## src/sv/assert_macros.svh

```systemverilog
// assertion helpers, compiled out for synthesis
`ifndef ASSERT_MACROS_SVH
`define ASSERT_MACROS_SVH
`ifndef SYNTHESIS
`define Q4KBD_ASSERT(lbl, clk, rst, prop, msg) \
   lbl: assert property (@(posedge clk) disable iff (rst) prop) else $error(msg);
`define Q4KBD_ASSERT_ALWAYS(lbl, clk, prop, msg) \
   lbl: assert property (@(posedge clk) prop) else $error(msg);
`else
`define Q4KBD_ASSERT(lbl, clk, rst, prop, msg)
`define Q4KBD_ASSERT_ALWAYS(lbl, clk, prop, msg)
`endif
`endif

```

## src/sv/q4kbd_pkg.sv

```systemverilog
`timescale 1ns / 1ps
`default_nettype none
// ----------------------------------------------------------------------------
// q4kbd_pkg
// Shared types and constants of the Q4_K super-block dequantizer.
// ----------------------------------------------------------------------------
package q4kbd_pkg;

   localparam logic [7:0] BLOCK_BYTES  = 8'd144;
   localparam logic [7:0] HEADER_BYTES = 8'd16;
   localparam logic [7:0] POS_D_LO     = 8'd0;
   localparam logic [7:0] POS_D_HI     = 8'd1;
   localparam logic [7:0] POS_M_LO     = 8'd2;
   localparam logic [7:0] POS_M_HI     = 8'd3;
   localparam logic [7:0] POS_PACKED   = 8'd4;
   localparam logic [31:0] CANON_NAN   = 32'h7FC00000;

   // one nibble byte with everything the back end needs from its block header
   typedef struct packed {
      logic [15:0] d_half;
      logic [15:0] m_half;
      logic [5:0]  sc_lo;
      logic [5:0]  mn_lo;
      logic [5:0]  sc_hi;
      logic [5:0]  mn_hi;
      logic [7:0]  data;
      logic [1:0]  chunk;
      logic [4:0]  lane;
   } entry_type;

   typedef struct packed {
      logic      valid;
      entry_type entry;
   } push_type;

   typedef struct packed {
      logic      valid;
      entry_type entry;
   } head_type;

endpackage
`default_nettype wire

```

## src/sv/q4kbd_if.sv

```systemverilog
`timescale 1ns / 1ps
`default_nettype none
// ----------------------------------------------------------------------------
// q4kbd_req_if / q4kbd_rsp_if
// Valid/ready channels for block bytes in and dequantized values out.
// ----------------------------------------------------------------------------
interface q4kbd_req_if;
   logic       valid;
   logic       ready;
   logic [7:0] data_byte;
   logic       block_start;
   modport source (output valid, output data_byte, output block_start, input ready);
   modport sink   (input valid, input data_byte, input block_start, output ready);
endinterface

interface q4kbd_rsp_if;
   logic        valid;
   logic        ready;
   logic [7:0]  element_index;
   logic [31:0] value_bits;
   logic        run_last;
   modport source (output valid, output element_index, output value_bits,
                   output run_last, input ready);
   modport sink   (input valid, input element_index, input value_bits,
                   input run_last, output ready);
endinterface
`default_nettype wire

```

## src/sv/q4kbd_front.sv

```systemverilog
`timescale 1ns / 1ps
`default_nettype none
// ----------------------------------------------------------------------------
// q4kbd_front
// Tracks the byte position, stores header fields, turns nibble bytes into
// queue entries with their decoded scale and min values.
// ----------------------------------------------------------------------------
module q4kbd_front (
   input  wire logic               clock,
   input  wire logic               reset,
   q4kbd_req_if.sink               req_ch,
   output q4kbd_pkg::push_type     push,
   input  wire logic               full
);

   logic [7:0]  pos_ff, pos_in;
   logic [7:0]  pos;
   logic [7:0]  pos_nxt;
   logic [15:0] d_ff, m_ff;
   logic [7:0]  q_ff [12];
   logic        take;
   logic [7:0]  k;
   logic [11:0] scmn_lo, scmn_hi;

   function automatic logic [11:0] scale_min(input logic [7:0] b [12], input logic [2:0] j);
      logic [3:0] jl;
      logic [5:0] sc, mn;
      jl = {2'b00, j[1:0]};
      if (!j[2]) begin
         sc = b[jl][5:0];
         mn = b[jl + 4'd4][5:0];
      end else begin
         sc = {b[jl][7:6], b[jl + 4'd8][3:0]};
         mn = {b[jl + 4'd4][7:6], b[jl + 4'd8][7:4]};
      end
      return {sc, mn};
   endfunction

   assign req_ch.ready = !full;
   assign take = req_ch.valid && !full;
   assign pos  = req_ch.block_start ? 8'd0 : pos_ff;
   assign k    = pos - q4kbd_pkg::HEADER_BYTES;
   assign pos_nxt = (pos + 8'd1 >= q4kbd_pkg::BLOCK_BYTES) ? 8'd0 : pos + 8'd1;
   assign pos_in  = take ? pos_nxt : pos_ff;

   assign scmn_lo = scale_min(q_ff, {k[6:5], 1'b0});
   assign scmn_hi = scale_min(q_ff, {k[6:5], 1'b1});

   always_comb begin
      push.valid        = take && (pos >= q4kbd_pkg::HEADER_BYTES);
      push.entry.d_half = d_ff;
      push.entry.m_half = m_ff;
      push.entry.sc_lo  = scmn_lo[11:6];
      push.entry.mn_lo  = scmn_lo[5:0];
      push.entry.sc_hi  = scmn_hi[11:6];
      push.entry.mn_hi  = scmn_hi[5:0];
      push.entry.data   = req_ch.data_byte;
      push.entry.chunk  = k[6:5];
      push.entry.lane   = k[4:0];
   end

   always_ff @(posedge clock) begin
      if (reset) begin
         pos_ff <= 8'd0;
      end else begin
         pos_ff <= pos_in;
      end
   end

   // header storage, no reset
   always_ff @(posedge clock) begin
      if (take) begin
         if (pos == q4kbd_pkg::POS_D_LO) d_ff[7:0]  <= req_ch.data_byte;
         if (pos == q4kbd_pkg::POS_D_HI) d_ff[15:8] <= req_ch.data_byte;
         if (pos == q4kbd_pkg::POS_M_LO) m_ff[7:0]  <= req_ch.data_byte;
         if (pos == q4kbd_pkg::POS_M_HI) m_ff[15:8] <= req_ch.data_byte;
         if (pos >= q4kbd_pkg::POS_PACKED && pos < q4kbd_pkg::HEADER_BYTES) begin
            q_ff[4'(pos - q4kbd_pkg::POS_PACKED)] <= req_ch.data_byte;
         end
      end
   end

endmodule
`default_nettype wire

```

## src/sv/q4kbd_queue.sv

```systemverilog
`timescale 1ns / 1ps
`default_nettype none
// ----------------------------------------------------------------------------
// q4kbd_queue
// Two-entry queue between the byte front end and the arithmetic back end.
// ----------------------------------------------------------------------------
module q4kbd_queue (
   input  wire logic               clock,
   input  wire logic               reset,
   input  wire q4kbd_pkg::push_type push,
   output logic                    full,
   output q4kbd_pkg::head_type     head,
   input  wire logic               pop
);

   q4kbd_pkg::entry_type mem_ff [2];
   logic       wr_ff, wr_in;
   logic       rd_ff, rd_in;
   logic [1:0] cnt_ff, cnt_in;
   logic       do_pop;

   assign full       = (cnt_ff == 2'd2);
   assign head.valid = (cnt_ff != 2'd0);
   assign head.entry = mem_ff[rd_ff];
   assign do_pop     = pop && head.valid;
   assign wr_in      = push.valid ? !wr_ff : wr_ff;
   assign rd_in      = do_pop ? !rd_ff : rd_ff;
   assign cnt_in     = cnt_ff + {1'b0, push.valid} - {1'b0, do_pop};

   always_ff @(posedge clock) begin
      if (reset) begin
         wr_ff  <= 1'b0;
         rd_ff  <= 1'b0;
         cnt_ff <= 2'd0;
      end else begin
         wr_ff  <= wr_in;
         rd_ff  <= rd_in;
         cnt_ff <= cnt_in;
      end
   end

   always_ff @(posedge clock) begin
      if (push.valid) begin
         mem_ff[wr_ff] <= push.entry;
      end
   end

endmodule
`default_nettype wire

```

## src/sv/q4kbd_back.sv

```systemverilog
`timescale 1ns / 1ps
`default_nettype none
`include "assert_macros.svh"
// ----------------------------------------------------------------------------
// q4kbd_back
// Five-stage pipeline: one value per cycle while the result channel is ready, low nibble then high nibble.
// Exact fixed-point difference of the two products, then one rounding.
// ----------------------------------------------------------------------------
module q4kbd_back (
   input  wire logic               clock,
   input  wire logic               reset,
   input  wire q4kbd_pkg::head_type head,
   output logic                    pop,
   q4kbd_rsp_if.source             rsp_ch
);

   logic en, issue;
   logic half_ff, half_in;

   // stage 1
   logic        s1_v_ff;
   logic [9:0]  s1_scn_ff;
   logic [5:0]  s1_mn_ff;
   logic [15:0] s1_d_ff, s1_m_ff;
   logic [7:0]  s1_idx_ff;
   logic        s1_last_ff;
   logic [5:0]  sc_sel, mn_sel;
   logic [3:0]  nib_sel;

   // stage 2
   logic        s2_v_ff;
   logic [20:0] s2_ma_ff;
   logic [16:0] s2_mb_ff;
   logic [4:0]  s2_sha_ff, s2_shb_ff;
   logic        s2_sa_ff, s2_sb_ff;
   logic        s2_anan_ff, s2_ainf_ff, s2_bnan_ff, s2_binf_ff;
   logic [7:0]  s2_idx_ff;
   logic        s2_last_ff;
   logic [10:0] md, mm;
   logic [4:0]  sha, shb;
   logic        d_nan, d_inf, m_nan, m_inf;

   // stage 3
   logic        s3_v_ff;
   logic [51:0] s3_n_ff;
   logic        s3_spec_ff;
   logic [31:0] s3_bits_ff;
   logic [7:0]  s3_idx_ff;
   logic        s3_last_ff;
   logic [51:0] a_al, b_al, a_sg, b_sg;
   logic        spec;
   logic [31:0] spec_bits;

   // stage 4
   logic        s4_v_ff;
   logic        s4_sign_ff;
   logic [50:0] s4_mag_ff;
   logic [5:0]  s4_p_ff;
   logic        s4_spec_ff;
   logic [31:0] s4_bits_ff;
   logic [7:0]  s4_idx_ff;
   logic        s4_last_ff;
   logic [51:0] nabs;
   logic [5:0]  lead;

   // output stage
   logic        out_v_ff;
   logic [31:0] out_bits_ff;
   logic [7:0]  out_idx_ff;
   logic        out_last_ff;
   logic [31:0] rnd_bits;
   logic [23:0] frac;
   logic [50:0] shr;
   logic [5:0]  rsh;
   logic        guard, sticky, up;
   logic [7:0]  expo;
   logic [30:0] body;

   assign en      = !out_v_ff || rsp_ch.ready;
   assign issue   = en && head.valid;
   assign pop     = issue && half_ff;
   assign half_in = issue ? !half_ff : half_ff;

   assign sc_sel  = half_ff ? head.entry.sc_hi : head.entry.sc_lo;
   assign mn_sel  = half_ff ? head.entry.mn_hi : head.entry.mn_lo;
   assign nib_sel = half_ff ? head.entry.data[7:4] : head.entry.data[3:0];

   // half decode: value = md * 2^(sh-24)
   always_comb begin
      md    = (s1_d_ff[14:10] == 5'd0) ? {1'b0, s1_d_ff[9:0]} : {1'b1, s1_d_ff[9:0]};
      sha   = (s1_d_ff[14:10] == 5'd0) ? 5'd0 : s1_d_ff[14:10] - 5'd1;
      d_nan = (s1_d_ff[14:10] == 5'h1F) && (s1_d_ff[9:0] != 10'd0);
      d_inf = (s1_d_ff[14:10] == 5'h1F) && (s1_d_ff[9:0] == 10'd0);
      mm    = (s1_m_ff[14:10] == 5'd0) ? {1'b0, s1_m_ff[9:0]} : {1'b1, s1_m_ff[9:0]};
      shb   = (s1_m_ff[14:10] == 5'd0) ? 5'd0 : s1_m_ff[14:10] - 5'd1;
      m_nan = (s1_m_ff[14:10] == 5'h1F) && (s1_m_ff[9:0] != 10'd0);
      m_inf = (s1_m_ff[14:10] == 5'h1F) && (s1_m_ff[9:0] == 10'd0);
   end

   // exact aligned difference and special values
   always_comb begin
      a_al = {31'd0, s2_ma_ff} << s2_sha_ff;
      b_al = {35'd0, s2_mb_ff} << s2_shb_ff;
      a_sg = s2_sa_ff ? -a_al : a_al;
      b_sg = s2_sb_ff ? -b_al : b_al;
      spec      = 1'b1;
      spec_bits = 32'd0;
      if (s2_anan_ff || s2_bnan_ff ||
          (s2_ainf_ff && s2_binf_ff && (s2_sa_ff == s2_sb_ff))) begin
         spec_bits = q4kbd_pkg::CANON_NAN;
      end else if (s2_ainf_ff) begin
         spec_bits = {s2_sa_ff, 8'hFF, 23'd0};
      end else if (s2_binf_ff) begin
         spec_bits = {!s2_sb_ff, 8'hFF, 23'd0};
      end else if (s2_ma_ff == 21'd0 && s2_mb_ff == 17'd0) begin
         spec_bits = {s2_sa_ff && !s2_sb_ff, 31'd0};
      end else begin
         spec = 1'b0;
      end
   end

   // leading one search
   always_comb begin
      nabs = s3_n_ff[51] ? -s3_n_ff : s3_n_ff;
      lead = 6'd0;
      for (int i = 0; i < 51; i++) begin
         if (nabs[i]) lead = 6'(i);
      end
   end

   // round to nearest even
   always_comb begin
      rsh    = 6'd0;
      shr    = s4_mag_ff;
      guard  = 1'b0;
      sticky = 1'b0;
      if (s4_p_ff <= 6'd23) begin
         frac = s4_mag_ff[23:0] << (6'd23 - s4_p_ff);
      end else begin
         rsh    = s4_p_ff - 6'd23;
         shr    = s4_mag_ff >> rsh;
         frac   = shr[23:0];
         guard  = s4_mag_ff[6'(rsh - 6'd1)];
         sticky = |(s4_mag_ff & ((51'd1 << (rsh - 6'd1)) - 51'd1));
      end
      up   = guard && (sticky || frac[0]);
      expo = {2'b00, s4_p_ff} + 8'd103;
      body = {expo, frac[22:0]} + {30'd0, up};
      if (s4_spec_ff) begin
         rnd_bits = s4_bits_ff;
      end else if (s4_mag_ff == 51'd0) begin
         rnd_bits = 32'd0;
      end else begin
         rnd_bits = {s4_sign_ff, body};
      end
   end

   always_ff @(posedge clock) begin
      if (reset) begin
         half_ff  <= 1'b0;
         s1_v_ff  <= 1'b0;
         s2_v_ff  <= 1'b0;
         s3_v_ff  <= 1'b0;
         s4_v_ff  <= 1'b0;
         out_v_ff <= 1'b0;
      end else begin
         half_ff <= half_in;
         if (en) begin
            s1_v_ff  <= issue;
            s2_v_ff  <= s1_v_ff;
            s3_v_ff  <= s2_v_ff;
            s4_v_ff  <= s3_v_ff;
            out_v_ff <= s4_v_ff;
         end
      end
   end

   always_ff @(posedge clock) begin
      if (en) begin
         s1_scn_ff  <= 10'(sc_sel * nib_sel);
         s1_mn_ff   <= mn_sel;
         s1_d_ff    <= head.entry.d_half;
         s1_m_ff    <= head.entry.m_half;
         s1_idx_ff  <= {head.entry.chunk, half_ff, head.entry.lane};
         s1_last_ff <= half_ff;

         s2_ma_ff   <= 21'(md * s1_scn_ff);
         s2_mb_ff   <= 17'(mm * s1_mn_ff);
         s2_sha_ff  <= sha;
         s2_shb_ff  <= shb;
         s2_sa_ff   <= s1_d_ff[15];
         s2_sb_ff   <= s1_m_ff[15];
         s2_anan_ff <= d_nan || (d_inf && s1_scn_ff == 10'd0);
         s2_ainf_ff <= d_inf && s1_scn_ff != 10'd0;
         s2_bnan_ff <= m_nan || (m_inf && s1_mn_ff == 6'd0);
         s2_binf_ff <= m_inf && s1_mn_ff != 6'd0;
         s2_idx_ff  <= s1_idx_ff;
         s2_last_ff <= s1_last_ff;

         s3_n_ff    <= a_sg - b_sg;
         s3_spec_ff <= spec;
         s3_bits_ff <= spec_bits;
         s3_idx_ff  <= s2_idx_ff;
         s3_last_ff <= s2_last_ff;

         s4_sign_ff <= s3_n_ff[51];
         s4_mag_ff  <= nabs[50:0];
         s4_p_ff    <= lead;
         s4_spec_ff <= s3_spec_ff;
         s4_bits_ff <= s3_bits_ff;
         s4_idx_ff  <= s3_idx_ff;
         s4_last_ff <= s3_last_ff;

         out_bits_ff <= rnd_bits;
         out_idx_ff  <= s4_idx_ff;
         out_last_ff <= s4_last_ff;
      end
   end

   assign rsp_ch.valid         = out_v_ff;
   assign rsp_ch.value_bits    = out_bits_ff;
   assign rsp_ch.element_index = out_idx_ff;
   assign rsp_ch.run_last      = out_last_ff;

   `Q4KBD_ASSERT(a_pop_second, clock, reset, pop |-> half_ff && head.valid, "pop before second value")
   `Q4KBD_ASSERT(a_half_hold, clock, reset, !issue |=> $stable(half_ff), "half toggled without issue")
   `Q4KBD_ASSERT(a_last_bit, clock, reset, out_v_ff |-> (out_last_ff == out_idx_ff[5]), "run_last mismatch")
   `Q4KBD_ASSERT(a_nan_canon, clock, reset, out_v_ff && out_bits_ff[30:23] == 8'hFF && out_bits_ff[22:0] != 23'd0 |-> out_bits_ff == q4kbd_pkg::CANON_NAN, "non-canonical nan")

endmodule
`default_nettype wire

```

## src/sv/q4_k_block_dequantizer.sv

```systemverilog
`timescale 1ns / 1ps
`default_nettype none
// ----------------------------------------------------------------------------
// q4_k_block_dequantizer
// Dequantizes a byte stream of 144-byte Q4_K super-blocks into float32 values.
// ----------------------------------------------------------------------------
// header bytes: stored in the front end, no result
// nibble bytes: two values each, one per cycle while the result channel is ready
// value path: the queue, then the back end stages in order: scale times nibble,
// the two products, aligned subtract, leading one search and rounding
// reset: synchronous, clears byte position, queue and pipeline valids;
// header fields hold no reset value until written
module q4_k_block_dequantizer (
   input  wire logic    clock,
   input  wire logic    reset,
   q4kbd_req_if.sink    req_ch,
   q4kbd_rsp_if.source  rsp_ch
);

   q4kbd_pkg::push_type push;
   q4kbd_pkg::head_type head;
   logic full;
   logic pop;

   q4kbd_front u_front (
      .clock  (clock),
      .reset  (reset),
      .req_ch (req_ch),
      .push   (push),
      .full   (full)
   );

   q4kbd_queue u_queue (
      .clock (clock),
      .reset (reset),
      .push  (push),
      .full  (full),
      .head  (head),
      .pop   (pop)
   );

   q4kbd_back u_back (
      .clock  (clock),
      .reset  (reset),
      .head   (head),
      .pop    (pop),
      .rsp_ch (rsp_ch)
   );

endmodule
`default_nettype wire
```

## src/flat_wrapper.sv

```systemverilog
// flat-port wrapper written by rule: the top's interface ports become plain ports
module q4_k_block_dequantizer_flat 
  (clock, reset, req_ch_valid, req_ch_data_byte, req_ch_block_start, req_ch_ready, rsp_ch_valid, rsp_ch_element_index, rsp_ch_value_bits, rsp_ch_run_last, rsp_ch_ready);
  q4kbd_req_if req_ch_i ();
  q4kbd_rsp_if rsp_ch_i ();
  input  wire logic clock;
  input  wire logic reset;
  input wire logic [$bits(req_ch_i.valid)-1:0] req_ch_valid;
  input wire logic [$bits(req_ch_i.data_byte)-1:0] req_ch_data_byte;
  input wire logic [$bits(req_ch_i.block_start)-1:0] req_ch_block_start;
  output wire logic [$bits(req_ch_i.ready)-1:0] req_ch_ready;
  output wire logic [$bits(rsp_ch_i.valid)-1:0] rsp_ch_valid;
  output wire logic [$bits(rsp_ch_i.element_index)-1:0] rsp_ch_element_index;
  output wire logic [$bits(rsp_ch_i.value_bits)-1:0] rsp_ch_value_bits;
  output wire logic [$bits(rsp_ch_i.run_last)-1:0] rsp_ch_run_last;
  input wire logic [$bits(rsp_ch_i.ready)-1:0] rsp_ch_ready;
  assign req_ch_i.valid = req_ch_valid;
  assign req_ch_i.data_byte = req_ch_data_byte;
  assign req_ch_i.block_start = req_ch_block_start;
  assign req_ch_ready = req_ch_i.ready;
  assign rsp_ch_valid = rsp_ch_i.valid;
  assign rsp_ch_element_index = rsp_ch_i.element_index;
  assign rsp_ch_value_bits = rsp_ch_i.value_bits;
  assign rsp_ch_run_last = rsp_ch_i.run_last;
  assign rsp_ch_i.ready = rsp_ch_ready;
  q4_k_block_dequantizer u_core (.clock(clock), .reset(reset), .req_ch(req_ch_i), .rsp_ch(rsp_ch_i));
endmodule
```

## config.mk

```make
export PLATFORM = sky130hd
export DESIGN_NAME = q4_k_block_dequantizer_flat
export DESIGN_NICKNAME = d
export VERILOG_FILES = /design/src/sv/q4kbd_pkg.sv /design/src/sv/q4kbd_if.sv /design/src/sv/q4kbd_front.sv /design/src/sv/q4kbd_queue.sv /design/src/sv/q4kbd_back.sv /design/src/sv/q4_k_block_dequantizer.sv /design/src/flat_wrapper.sv
export VERILOG_INCLUDE_DIRS = /design/src /design/src/sv
export SDC_FILE = /design/constraint.sdc
export NUM_CORES = 2
export LEC_CHECK = 0
export BUFFER_PORTS_ARGS = -buffer_cell sky130_fd_sc_hd__buf_2
export CORE_MARGIN = 3
export CORE_UTILIZATION = 35
export CTS_BUF_LIST = sky130_fd_sc_hd__clkbuf_16
export DETAILED_ROUTE_END_ITERATION = 12
export PLACE_DENSITY = 0.52
export RECOVER_POWER = 25
export SKIP_CTS_REPAIR_TIMING = 1
export SLEW_MARGIN = 30
export SYNTH_ARGS = -nofsm -noshare
export SYNTH_HDL_FRONTEND = slang
export SYNTH_HIERARCHICAL = 1
export SYNTH_SLANG_ARGS = --single-unit
```

## constraint.sdc

```tcl
create_clock -name clock -period 11 [get_ports clock]
set_input_delay 0.55 -clock clock [delete_from_list [all_inputs] [get_ports clock]]
set_output_delay 0.55 -clock clock [all_outputs]
set_load 0.02 [all_outputs]
```

==> impl_metrics.tcl <==
set metrics [dict create \
    portBuffers 55 \
    rows 131 \
    setup_viol 0 \
    crit_arrival_ns 7.68 \
    ys_types 123 \
    drv_cap 2 \
    area_delta_synth_final_pct 8.80 \
    yosys_warnings 6 \
    core-area_um2 128000 \
    synth-edff-count 562 \
    path_class "flip-flop to flip-flop" \
    synth_mux_area_share_pct 14.2 \
    synth-simple-area-share_pct 14.7 \
    slew_headroom_pct -33.5 \
    drt_iter0_drc 3026 \
    synth_compound_area_share_pct 12.8 \
    grt_pass1_wl_mm 200 \
    worst_pin_slew_ns 2.00 \
    wire_per_inst_um 22.1 \
    wl_met2_mm 60.3 \
    cp_slowest_cell "or4_1" \
    cp.required_ns 11.37 \
    dr_wl_met3_mm 7.55 \
    wirelength_mm 129 \
    ys_async_sr_fraction_pct 0 \
    cts.htree.levels 3 \
    diodes 0 \
    synth_top_family_by_area "simple AND/OR/NAND/NOR gates" \
    synth-seq-cells 581 \
    vias_per_cell 5.68 \
    clock-sinks 581 \
    cts-root-buf "clkbuf_16" \
    skew_ns 0.0594 \
    period_share_pct 66.5 \
    die_h_um 365 \
    p_leak_nw 18.2 \
    violations "capacitance limit, slew limit" \
    wl_met1_mm 55.7 \
    fin_area_um2 49000 \
    cp_cell_sequence "buf_4 -> mux4_2 -> a2111oi_0 -> o32ai_1 -> a21o_1 -> or4_1 -> nor4_2 -> nand2_1 -> o21ai_0 -> xor2_1 -> ha_1 -> and2_1 -> a221oi_1 -> a21oi_1 -> a41oi_1 -> o211ai_1 -> o21bai_1 -> a41o_1 -> o31a_1 -> o311ai_0 -> o311ai_0" \
    synth_most_common_cell "edfxtp_1" \
    netlist.area_leader.share_pct 37.5 \
    gp_congestion 0.940 \
    antenna_found_initial 1 \
    start_util_pct 35.3 \
    die-area_um2 133000 \
    synthAdderAreaFrac_pct 9.87 \
    rsz0062_at_grt "false" \
    grt_pass1_vias 32400 \
    synth-xor-area-share_pct 5.19 \
    pre_cts_ws_ns 3.73 \
    p_per_area_nw_per_um2 97.2 \
    status "complete, but fails checks" \
    syn_area_um2 45100 \
    ant_nets 0 \
    synth.net_count 4489 \
    drc 0 \
    synth_top_cell_by_area "edfxtp_1" \
    ys.flop_type "edfxtp_1" \
    dp_hpwl_mm 95.1 \
    dr.pass1.iters 9 \
    ir_drop_uv 130 \
    cts_buffer_depth 3 \
    cp_slowest_stage_delay_ns 0.66 \
    io_pins 56 \
    avgSynthCellArea_um2 10.8 \
    finalSetupTns_ns 0 \
    cts_buffers 71 \
    clock_latency_ns 0.68 \
    die_x_um 365 \
    path_common_cell "o311ai_0" \
    grt_usage_pct 19.3 \
    worstPathMaxFanout 34 \
    layout_setup_ws_ns 3.69 \
    synth_cells 4190 \
    min_period_ns 7.31 \
    finalNetCount 4420 \
    cts_tree "yes" \
    grt_max_degree 71 \
    hold_path.class "input port to flip-flop" \
    gr-total-overflow 0 \
    clock.fmax_mhz 137 \
    drive_above_1_share_pct 13.1 \
    slew_violations 42 \
    endpoint_kind "flip-flop" \
    ys_seq_area_share_pct 38.3 \
    vias 33200 \
    clkTransAtPathRegs_ns 0.06 \
    top_layer "met4" \
    synthTopCellsByArea "edfxtp_1 37%, mux4_2 6.4%, fa_1 5.2%" \
    finalHoldViolations 0 \
    dpl_cell_area_um2 46700 \
    start_kind "flip-flop" \
    synth_common_cells "562 x edfxtp_1, 407 x nand2_1, 259 x nor2_1, 213 x inv_1, 186 x mux2i_1" \
]
-- cells in the final DEF (no fill, tap or decap), drive strengths merged, types with 14 or more instances in the layout --
master / n
a21o: 34
or3: 44
xor2: 80
mux2: 117
nand2: 409
and3: 24
a32o: 14
nor2: 261
nor4: 56
o22ai: 21
a21oi: 171
nor2b: 58
a21boi: 17
a32oi: 25
a31oi: 22
dfxtp: 19
or4: 22
edfxtp: 562
o41ai: 26
nand3: 80
nand4: 36
o21ai: 189
nor3: 99
clkbuf: 79
fa: 116
buf: 109
or2: 32
o31ai: 53
mux2i: 188
o21bai: 21
nand2b: 40
o21a: 33
and2: 91
clkinv: 29
xnor2: 180
mux4: 130
ha: 170
a211oi: 31
inv: 238
-- through the flow --
stage | total power [mW] | instances | utilization [%] | hold WS, ns
floorplan | 2.47 | 4190 | - | 0.400
global placement | 2.48 | 5705 | 36.5 | 0.402
CTS | 4.85 | 5836 | 38.4 | 0.103
global route | 4.94 | 5837 | 38.4 | 0.122
detailed placement | 2.48 | 5709 | 36.5 | 0.405
finish | 4.77 | 5837 | 38.4 | 0.155
-- final cells by class --
class / instances / area, um^2
flip-flops and latches: 581 / 17300
clock inverters: 56 / 579
fillers: 12500 / 78700
multi-input cells: 3129 / 25700
repair buffers: 117 / 792
well taps: 1662 / 2080
clock buffers: 71 / 1780
inverters: 221 / 830
-- per-layer routing --
metal | up-vias | track usage, %
met1 | 16300 | 25.3
li1 | 15500 | -
met5 | - | 0
met4 | 0 | 7.76
met3 | 290 | 3.33
met2 | 1079 | 31.7
-- power breakdown --
group          internal [mW]  leakage, nW  switching [mW]  total [mW]
Sequential              2.41         5.75         0.00275        2.41
Combinational        0.00407         11.2          0.0237      0.0278
Clock                   1.38         1.20           0.952        2.33
-- path summary, 6_finish.rpt --
| path | end | startpoint | slack [ns] | cells after the start |
|---|---|---|---|---|
| hold / removal | u_core/u_back/s1_v_ff | rsp_ch_ready | 0.16 | 3 |
| hold reg to reg | u_core/u_queue/mem_ff[1][66] | u_core/u_front/d_ff[11] | 0.40 | 0 |
| setup reg to reg | u_core/u_back/s3_n_ff[50] | u_core/u_back/s2_sha_ff[0] | 3.69 | 21 |
| setup / recovery | u_core/u_back/s3_n_ff[50] | u_core/u_back/s2_sha_ff[0] | 3.69 | 21 |
-- logic make-up (layout without fill, tap and decap cells) --
kind of cell             Yosys count  in the layout
adder cells (fa/ha/maj)          286            286
buffers and inverters            480            465
XOR/XNOR                         261            261
AND/OR/NAND/NOR                 1315           1315
AO/OA/AOI/OAI                    832            832
flip-flops                       581            581
multiplexers                     435            435
-- critical path: cells and delay by family (launching register included) --
| kind | cells | cell delay, ns |
|---|---|---|
| adders and majority gates | 1 | 0.33 |
| xor gates and xnor gates | 1 | 0.18 |
| DFF | 1 | 0.32 |
| and+or+nand+nor | 4 | 1.57 |
| muxes | 1 | 0.64 |
| buffers and inverters | 1 | 0.42 |
| AOI/OAI and AO/OA | 13 | 3.56 |
-- sequential cells by signal, indices dropped and copies added (netlist names), 3 cells and up, named ones only --
name,flops
u_core/u_back/s1_idx_ff,8
u_core/u_back/s2_mb_ff,17
u_core/u_front/d_ff,16
u_core/u_back/s2_shb_ff,5
u_core/u_back/s1_m_ff,16
u_core/u_back/s2_idx_ff,8
u_core/u_back/s4_p_ff,6
u_core/u_back/rsp_ch.element_index,8
u_core/u_back/s1_mn_ff,6
u_core/u_back/s3_n_ff,52
u_core/u_back/s3_idx_ff,8
u_core/u_front/q_ff,96
u_core/u_back/s4_bits_ff,3
u_core/u_back/s1_d_ff,16
u_core/u_front/m_ff,16
u_core/u_queue/mem_ff,142
u_core/u_back/s4_idx_ff,8
u_core/u_back/s4_mag_ff,51
u_core/u_back/s1_scn_ff,10
u_core/u_front/pos_ff,8
u_core/u_back/s2_sha_ff,5
u_core/u_back/s3_bits_ff,3
u_core/u_back/s2_ma_ff,21
u_core/u_back/rsp_ch.value_bits,32
No activity file was read; power rests on OpenSTA's default activity.
